[src/jtl_pkg.sv]
`timescale 1ns / 1ps

package jtl_pkg;

    // Depth of the result queue at the output. It must hold at least two
    // words so that a byte that completes two tokens can always be taken.
    localparam int QueueDepth = 4;
    localparam int CountW     = $clog2(QueueDepth + 1);

    typedef enum logic [1:0] {
        MODE_IDLE    = 2'd0,
        MODE_STRING  = 2'd1,
        MODE_NUMBER  = 2'd2,
        MODE_KEYWORD = 2'd3
    } t_mode;

    typedef enum logic [3:0] {
        TK_OBJSTART     = 4'd0,
        TK_OBJEND       = 4'd1,
        TK_COMMA        = 4'd2,
        TK_COLON        = 4'd3,
        TK_ARRSTART     = 4'd4,
        TK_ARREND       = 4'd5,
        TK_STRING       = 4'd6,
        TK_NUMBER       = 4'd7,
        TK_BOOL         = 4'd8,
        TK_EOF          = 4'd9,
        TK_UNKNOWN      = 4'd10,
        TK_UNTERMINATED = 4'd11
    } t_token;

    // Event kinds.
    localparam logic EV_LEXEME = 1'b0;
    localparam logic EV_TOKEN  = 1'b1;

    // Characters the lexer reacts to.
    localparam logic [7:0] CH_NUL    = 8'h00;
    localparam logic [7:0] CH_TAB    = 8'h09;
    localparam logic [7:0] CH_LF     = 8'h0A;
    localparam logic [7:0] CH_CR     = 8'h0D;
    localparam logic [7:0] CH_SPACE  = 8'h20;
    localparam logic [7:0] CH_QUOTE  = 8'h22;
    localparam logic [7:0] CH_COMMA  = 8'h2C;
    localparam logic [7:0] CH_ZERO   = 8'h30;
    localparam logic [7:0] CH_NINE   = 8'h39;
    localparam logic [7:0] CH_COLON  = 8'h3A;
    localparam logic [7:0] CH_LBRACK = 8'h5B;
    localparam logic [7:0] CH_RBRACK = 8'h5D;
    localparam logic [7:0] CH_A      = 8'h61;
    localparam logic [7:0] CH_E      = 8'h65;
    localparam logic [7:0] CH_F      = 8'h66;
    localparam logic [7:0] CH_L      = 8'h6C;
    localparam logic [7:0] CH_R      = 8'h72;
    localparam logic [7:0] CH_S      = 8'h73;
    localparam logic [7:0] CH_T      = 8'h74;
    localparam logic [7:0] CH_U      = 8'h75;
    localparam logic [7:0] CH_LBRACE = 8'h7B;
    localparam logic [7:0] CH_RBRACE = 8'h7D;

    localparam logic [2:0] LEN_TRUE  = 3'd4;
    localparam logic [2:0] LEN_FALSE = 3'd5;

    typedef struct packed {
        logic       event_kind;
        t_token     token_kind;
        logic [7:0] lexeme_byte;
        logic       bool_value;
        logic       last_of_run;
    } t_result;

    // Expected keyword character at a given position of "true" or "false".
    function automatic logic [7:0] kw_char(input logic is_true, input logic [2:0] pos);
        logic [7:0] ch;
        ch = CH_NUL;
        if (is_true) begin
            case (pos)
                3'd0:    ch = CH_T;
                3'd1:    ch = CH_R;
                3'd2:    ch = CH_U;
                3'd3:    ch = CH_E;
                default: ch = CH_NUL;
            endcase
        end else begin
            case (pos)
                3'd0:    ch = CH_F;
                3'd1:    ch = CH_A;
                3'd2:    ch = CH_L;
                3'd3:    ch = CH_S;
                3'd4:    ch = CH_E;
                default: ch = CH_NUL;
            endcase
        end
        return ch;
    endfunction

endpackage

[src/json_token_lexer.sv]
`timescale 1ns / 1ps

// Streaming lexer for a subset of JSON text, one character per word.
//
// Input channel: i_valid / o_stall carry one character in i_char_in. A zero
// character marks end of input and yields an eof token, or an unterminated
// token inside a string; lexing then simply continues. Output channel:
// o_valid / i_stall carry one result word, either a lexeme byte of the
// current string or number, or a completed token. A character gives zero,
// one or two result words; o_last_of_run marks the final word caused by
// that character.
// The character is decoded in the cycle it is taken and its results sit in
// the output queue from the next edge on. One character is accepted every
// cycle as long as the four-word output queue has room for two more words,
// so throughput is one character per clock while the receiver keeps up.
// When the receiver stalls, the queue fills and o_stall rises once fewer
// than two entries are free; the head word holds steady until it is taken.
//
// Synchronous active-low reset returns the lexer to the between-tokens mode
// and empties the output queue.
module json_token_lexer (
    input  logic       i_clk,
    input  logic       i_rst_n,
    input  logic       i_valid,
    output logic       o_stall,
    input  logic [7:0] i_char_in,
    output logic       o_valid,
    input  logic       i_stall,
    output logic       o_event_kind,
    output logic [3:0] o_token_kind,
    output logic [7:0] o_lexeme_byte,
    output logic       o_bool_value,
    output logic       o_last_of_run
);
    import jtl_pkg::*;

    // Lexer state.
    t_mode       r_mode, n_mode;
    logic [2:0]  r_kw_pos, n_kw_pos;
    logic        r_kw_is_true, n_kw_is_true;
    logic        r_kw_matching, n_kw_matching;

    // Output queue: entry 0 is always the head, so every entry is read at a
    // fixed place and the queue shifts down on each pop.
    t_result     r_q [QueueDepth];
    t_result     n_q [QueueDepth];
    t_result     shifted [QueueDepth];
    logic [CountW-1:0] r_count, n_count;

    // Decode results for the current character.
    t_result     idle_res;
    logic        idle_has;
    t_mode       idle_mode;
    logic        idle_kw_start;
    t_result     res0, res1;
    logic [1:0]  num_res;
    logic        is_digit;
    logic [2:0]  kw_len;
    logic [2:0]  kw_pos;
    logic        kw_match;

    logic        in_accept;
    logic        out_pop;
    logic [1:0]  push_cnt;
    logic [CountW-1:0] count_after;

    assign in_accept = i_valid && !o_stall;
    assign out_pop   = o_valid && !i_stall;
    assign is_digit  = (i_char_in >= CH_ZERO) && (i_char_in <= CH_NINE);

    // How a character is handled between tokens. A number that ends on a
    // non-digit hands that character to this same decode.
    always_comb begin
        idle_has      = 1'b0;
        idle_mode     = MODE_IDLE;
        idle_kw_start = 1'b0;
        idle_res      = '{event_kind: EV_TOKEN, token_kind: TK_UNKNOWN,
                          lexeme_byte: 8'd0, bool_value: 1'b0, last_of_run: 1'b0};
        unique case (i_char_in) inside
            CH_SPACE, CH_TAB, CH_LF, CH_CR: begin
                idle_has = 1'b0;
            end
            CH_LBRACE: begin
                idle_has = 1'b1;
                idle_res.token_kind = TK_OBJSTART;
            end
            CH_RBRACE: begin
                idle_has = 1'b1;
                idle_res.token_kind = TK_OBJEND;
            end
            CH_COMMA: begin
                idle_has = 1'b1;
                idle_res.token_kind = TK_COMMA;
            end
            CH_COLON: begin
                idle_has = 1'b1;
                idle_res.token_kind = TK_COLON;
            end
            CH_LBRACK: begin
                idle_has = 1'b1;
                idle_res.token_kind = TK_ARRSTART;
            end
            CH_RBRACK: begin
                idle_has = 1'b1;
                idle_res.token_kind = TK_ARREND;
            end
            CH_NUL: begin
                idle_has = 1'b1;
                idle_res.token_kind = TK_EOF;
            end
            CH_QUOTE: begin
                idle_mode = MODE_STRING;
            end
            CH_T, CH_F: begin
                idle_mode     = MODE_KEYWORD;
                idle_kw_start = 1'b1;
            end
            [CH_ZERO:CH_NINE]: begin
                idle_has             = 1'b1;
                idle_mode            = MODE_NUMBER;
                idle_res.event_kind  = EV_LEXEME;
                idle_res.token_kind  = TK_NUMBER;
                idle_res.lexeme_byte = i_char_in;
            end
            default: begin
                idle_has = 1'b1;
            end
        endcase
    end

    // Next lexer state and the up to two results of this character.
    always_comb begin
        n_mode        = r_mode;
        n_kw_pos      = r_kw_pos;
        n_kw_is_true  = r_kw_is_true;
        n_kw_matching = r_kw_matching;
        res0          = '{event_kind: EV_TOKEN, token_kind: TK_UNKNOWN,
                          lexeme_byte: 8'd0, bool_value: 1'b0, last_of_run: 1'b0};
        res1          = res0;
        num_res       = 2'd0;
        kw_len        = r_kw_is_true ? LEN_TRUE : LEN_FALSE;
        kw_pos        = r_kw_pos;
        kw_match      = r_kw_matching;

        unique case (r_mode)
            MODE_STRING: begin
                num_res = 2'd1;
                if (i_char_in == CH_QUOTE) begin
                    n_mode          = MODE_IDLE;
                    res0.token_kind = TK_STRING;
                end else if (i_char_in == CH_NUL) begin
                    n_mode          = MODE_IDLE;
                    res0.token_kind = TK_UNTERMINATED;
                end else begin
                    res0.event_kind  = EV_LEXEME;
                    res0.token_kind  = TK_STRING;
                    res0.lexeme_byte = i_char_in;
                end
            end
            MODE_NUMBER: begin
                if (is_digit) begin
                    num_res          = 2'd1;
                    res0.event_kind  = EV_LEXEME;
                    res0.token_kind  = TK_NUMBER;
                    res0.lexeme_byte = i_char_in;
                end else begin
                    // Close the number, then lex the character afresh.
                    n_mode          = idle_mode;
                    res0.token_kind = TK_NUMBER;
                    res1            = idle_res;
                    num_res         = idle_has ? 2'd2 : 2'd1;
                    if (idle_kw_start) begin
                        n_kw_is_true  = (i_char_in == CH_T);
                        n_kw_pos      = 3'd1;
                        n_kw_matching = 1'b1;
                    end
                end
            end
            MODE_KEYWORD: begin
                if (kw_pos < kw_len) begin
                    if (i_char_in != kw_char(r_kw_is_true, kw_pos)) begin
                        kw_match = 1'b0;
                    end
                    kw_pos = kw_pos + 3'd1;
                end
                n_kw_pos      = kw_pos;
                n_kw_matching = kw_match;
                if (i_char_in == CH_NUL) begin
                    n_mode          = MODE_IDLE;
                    n_kw_pos        = 3'd0;
                    res0.token_kind = TK_UNKNOWN;
                    res1.token_kind = TK_EOF;
                    num_res         = 2'd2;
                end else if (kw_pos >= kw_len) begin
                    n_mode        = MODE_IDLE;
                    n_kw_pos      = 3'd0;
                    n_kw_matching = 1'b1;
                    num_res       = 2'd1;
                    if (kw_match) begin
                        res0.token_kind = TK_BOOL;
                        res0.bool_value = r_kw_is_true;
                    end else begin
                        res0.token_kind = TK_UNKNOWN;
                    end
                end
            end
            MODE_IDLE: begin
                n_mode  = idle_mode;
                res0    = idle_res;
                num_res = idle_has ? 2'd1 : 2'd0;
                if (idle_kw_start) begin
                    n_kw_is_true  = (i_char_in == CH_T);
                    n_kw_pos      = 3'd1;
                    n_kw_matching = 1'b1;
                end
            end
            default: begin
                n_mode = MODE_IDLE;
            end
        endcase

        if (num_res == 2'd1) begin
            res0.last_of_run = 1'b1;
        end
        if (num_res == 2'd2) begin
            res1.last_of_run = 1'b1;
        end
    end

    // Queue update: pop from the head, then append this character's results.
    assign push_cnt    = in_accept ? num_res : 2'd0;
    assign count_after = r_count - CountW'(out_pop);

    always_comb begin
        shifted[QueueDepth-1] = r_q[QueueDepth-1];
        for (int j = 0; j < QueueDepth - 1; j++) begin
            shifted[j] = r_q[j + 1];
        end
        for (int j = 0; j < QueueDepth; j++) begin
            if (CountW'(j) < count_after) begin
                n_q[j] = out_pop ? shifted[j] : r_q[j];
            end else if (CountW'(j) == count_after && push_cnt != 2'd0) begin
                n_q[j] = res0;
            end else if (CountW'(j) == count_after + CountW'(1) && push_cnt == 2'd2) begin
                n_q[j] = res1;
            end else begin
                n_q[j] = r_q[j];
            end
        end
        n_count = count_after + CountW'(push_cnt);
    end

    always_ff @(posedge i_clk) begin
        if (!i_rst_n) begin
            r_mode        <= MODE_IDLE;
            r_kw_pos      <= 3'd0;
            r_kw_is_true  <= 1'b0;
            r_kw_matching <= 1'b1;
            r_count       <= '0;
        end else begin
            if (in_accept) begin
                r_mode        <= n_mode;
                r_kw_pos      <= n_kw_pos;
                r_kw_is_true  <= n_kw_is_true;
                r_kw_matching <= n_kw_matching;
            end
            r_count <= n_count;
        end
    end

    always_ff @(posedge i_clk) begin
        for (int j = 0; j < QueueDepth; j++) begin
            r_q[j] <= n_q[j];
        end
    end

    // Room for two words is required before a character is taken.
    assign o_stall       = (r_count > CountW'(QueueDepth - 2));
    assign o_valid       = (r_count != '0);
    assign o_event_kind  = r_q[0].event_kind;
    assign o_token_kind  = r_q[0].token_kind;
    assign o_lexeme_byte = r_q[0].lexeme_byte;
    assign o_bool_value  = r_q[0].bool_value;
    assign o_last_of_run = r_q[0].last_of_run;

    // The queue never holds more words than it has entries.
    a_count_bound: assert property (@(posedge i_clk) disable iff (!i_rst_n)
        r_count <= CountW'(QueueDepth))
        else $error("output queue overflow");

    // Inside a keyword the position stays strictly within the word.
    a_kw_pos: assert property (@(posedge i_clk) disable iff (!i_rst_n)
        (r_mode == MODE_KEYWORD) |->
            (r_kw_pos != 3'd0 && r_kw_pos < (r_kw_is_true ? LEN_TRUE : LEN_FALSE)))
        else $error("keyword position out of range");

    // Outside a keyword the position has been cleared.
    a_kw_clear: assert property (@(posedge i_clk) disable iff (!i_rst_n)
        (r_mode != MODE_KEYWORD) |-> (r_kw_pos == 3'd0))
        else $error("keyword position left set");

    // A lexeme byte only ever belongs to a string or a number.
    a_lexeme_kind: assert property (@(posedge i_clk) disable iff (!i_rst_n)
        (o_valid && o_event_kind == EV_LEXEME) |->
            (o_token_kind == TK_STRING || o_token_kind == TK_NUMBER))
        else $error("lexeme byte with wrong token kind");

endmodule

[config.mk]
export PLATFORM = sky130hd
export DESIGN_NAME = json_token_lexer
export DESIGN_NICKNAME = d
export VERILOG_FILES = /design/src/jtl_pkg.sv /design/src/json_token_lexer.sv
export SDC_FILE = /design/constraint.sdc
export NUM_CORES = 1
export LEC_CHECK = 0
export BUFFER_PORTS_ARGS = -buffer_cell sky130_fd_sc_hd__buf_4
export CELL_PAD_IN_SITES_DETAIL_PLACEMENT = 1
export CELL_PAD_IN_SITES_GLOBAL_PLACEMENT = 2
export CORE_MARGIN = 2
export CORE_UTILIZATION = 27
export DETAILED_ROUTE_END_ITERATION = 8
export PLACE_DENSITY = 0.55
export SYNTH_ARGS = -nofsm -noshare
export SYNTH_HDL_FRONTEND = slang
export SYNTH_SLANG_ARGS = --single-unit
export TNS_END_PERCENT = 50
[constraint.sdc]
create_clock -name i_clk -period 8.51 [get_ports i_clk]
set_input_delay 0.4255 -clock i_clk [delete_from_list [all_inputs] [get_ports i_clk]]
set_output_delay 0.4255 -clock i_clk [all_outputs]
set_load 0.1 [all_outputs]
==> summary.txt <==
first-pass GRT wire length - 19330 um
routed vias/inst - 4.978
Clock Sinks - 70
register area share after synthesis - 46.16%
status - completed
Clock Skew - 0.009443 ns
setup TNS - 0 ns
core area - 15770 um2
port bufs - 28
Final WS setup - 4.836 ns
routability cong. - 0.7993
Root Buffer Master - clkbuf_16
Worst slew margin - 27.43%
crit path max fanout - 15
Final Hold Vio Count - 0
Tot GR Track Use - 14.92%
Routed WL - 12000 um
largest net degree at the start of global routing - 26
Gate Count Post-Synth - 434
CP required - 8.54 ns
unrepaired setup endpoints after global routing - no
Worst-path clk slew - 0.06 ns
Synth async-reset ratio - 0%
Max-Cap Viols - 0
Die X - 130.7 um
Mapped Nets - 457
synthesis warning total - 0
Pleak - 0.001796 uW
Post-Layout Inst Area - 5017 um2
vias in the first global route - 3407
H-tree levels - 3
Final Cycle Share - 43.17%
VDD IR max - 0.1679 mV
# DRC - 0
power density cells - 378.0 nW/um2
pre-CTS setup slack - 4.801 ns
Data arrival, critical path - 3.70 ns
ANT cells - 0
Final nets - 470
routed wire length per instance - 17.97 um
Post-DP HPWL - 9293 um
Post-CTS Setup Bufs - 0
synthesis-stage register bit count - 70
initial antenna violation count - 0
Synth Flop Type - edfxtp_1
post-cts resize count - 0
worst slew pin tran - 1.081 ns
WS Path Type - reg -> reg
total congestion overflow - 0
EDFF count, synth - 60
share of post-route cells with drive strength above 1 - 14.82%
CTS Buf Count - 9
fillers - 1795
routed vias - 3325
count of cell types in the netlist - 74
fin. max-slew vios - 0
Cell Area, Placed - 4687 um2
hold crit path type - in -> reg
Starting Density - 27.50%
fin cells - 668
Synth Cell Area - 4337 um2
crit path time final - 3.674 ns
later-pin clock latency in the skew report - 0.33 ns
CP startpoint kind - register
DIE HEIGHT - 130.7 um
Layout area overhead - 15.70%
FP Rows - 46
die area - 17090 um2
FMAX - 272.2 MHz
Clock Tree Buf Depth - 2
Worst setup EP type - register
Syn Area/Cell - 9.992 um2
placed cells - 652
Pre-Repair DR Iteration Count - 4
Setup-failing EPs final - 0
Detail Route Antenna Nets - 0
# hold bufs at CTS - 0
1st-iter DRT viols - 145
CTS tree - built
io pins - 29
-- state kept, by name, summed over array words and instances (netlist names) --
signal	flops
r_q	60
r_kw_matching	1
r_count	3
r_mode	2
r_kw_is_true	1
r_kw_pos	3
-- routing by layer --
| metal | wire length (um) | GRT usage (%) | vias up |
|---|---|---|---|
| met4 | 157 | 6.320 | 0 |
| met2 | 5991 | 25.15 | 31 |
| met5 | 0 | 0 | - |
| met1 | 5690 | 19.12 | 1630 |
| li1 | - | - | 1656 |
| met3 | 165 | 2.239 | 8 |
-- logic make-up after synthesis --
logic type	count (synthesis)	synth area share, %
multiplexers	11	2.597
XOR/XNOR	6	1.212
buffers and inverters	42	4.645
AO/OA/AOI/OAI	129	21.21
adder cells (fa/ha/maj)	11	3.347
flip-flops	70	46.16
AND/OR/NAND/NOR	165	20.83
-- worst paths after layout --
kind,startpoint,cells past startpoint,slack (ns),to
worst max-delay path,r_count[0],10,4.84,r_q[3][3]
worst min-delay path,i_rst_n,2,0.35,r_kw_matching
worst max register to register,r_count[0],10,4.84,r_q[3][3]
worst min register to register,r_q[2][9],2,0.52,r_q[1][9]
-- power breakdown --
group | switching [uW] | internal [uW] | total, uW
Combinational | 664 | 211 | 875
Sequential | 33.7 | 572 | 605
Clock | 156 | 261 | 417
-- Yosys cell counts, drive strengths merged, types with 3 or more instances --
cell    instances  area share (%)
a211o           3            0.61
a21boi          3            0.87
a21o            4            0.69
a21oi          19             2.3
a221o           3            0.69
a22o            6             1.2
a31oi           6             1.2
and2            9             1.3
and3            4            0.58
buf            12             2.0
clkbuf         15             1.3
dfxtp          10             4.6
edfxtp         60              42
ha             10             2.9
inv            15             1.3
mux2i           9             2.1
nand2          60             5.2
nand2b          7             1.2
nand3           4            0.58
nor2           28             2.4
nor2b          11             1.6
nor3            6            0.81
nor4            8             1.9
o211ai          8             1.5
o21a            4            0.69
o21ai          36             4.2
o21bai          4            0.69
o221ai          6             1.4
o311ai          3            0.61
o31ai          11             2.0
or3            10             1.7
xnor2           6             1.2
-- metrics by stage --
stage / utilization (%) / power, uW / hold WS, ns
5_1_grt: 31.82 / 2009 / 0.3431
3_3_place_gp: 29.72 / 1493 / 0.5136
4_1_cts: 31.82 / 1922 / 0.3340
2_1_floorplan: - / 1302 / 0.4851
3_5_place_dp: 29.72 / 1497 / 0.5099
6_report: 31.82 / 1897 / 0.3477
-- cells in the final DEF (no fill, tap or decap), types with 10 or more instances in the layout --
cell	Yosys	final
ha_1	10	10
edfxtp_1	60	60
dfxtp_1	10	10
o21ai_0	32	32
nor2_1	28	28
nor2b_1	11	11
o31ai_1	10	10
nand2_1	60	60
inv_1	15	15
a21oi_1	18	18
buf_4	4	29
-- critical path, stage by stage (launching register included) --
cell	delay [ns]
dfxtp_1	0.32
or3_1	0.38
nor2b_1	0.19
ha_1	0.20
ha_1	0.19
xnor2_1	0.31
inv_1	0.18
nor3_1	0.32
or4b_1	0.79
o41ai_2	0.19
buf_4	0.29
-- final cells by class --
class	count	area, um2	area share, %
clock buffer	9	225.2	4.489
clock inverter	7	105.1	2.095
inverter	15	56.30	1.122
multi-input combinational	322	2141	42.67
sequential	70	2002	39.90
tap	216	270.3	5.387
timing repair buffer	29	217.7	4.339
(Power assumes the default switching activity.)
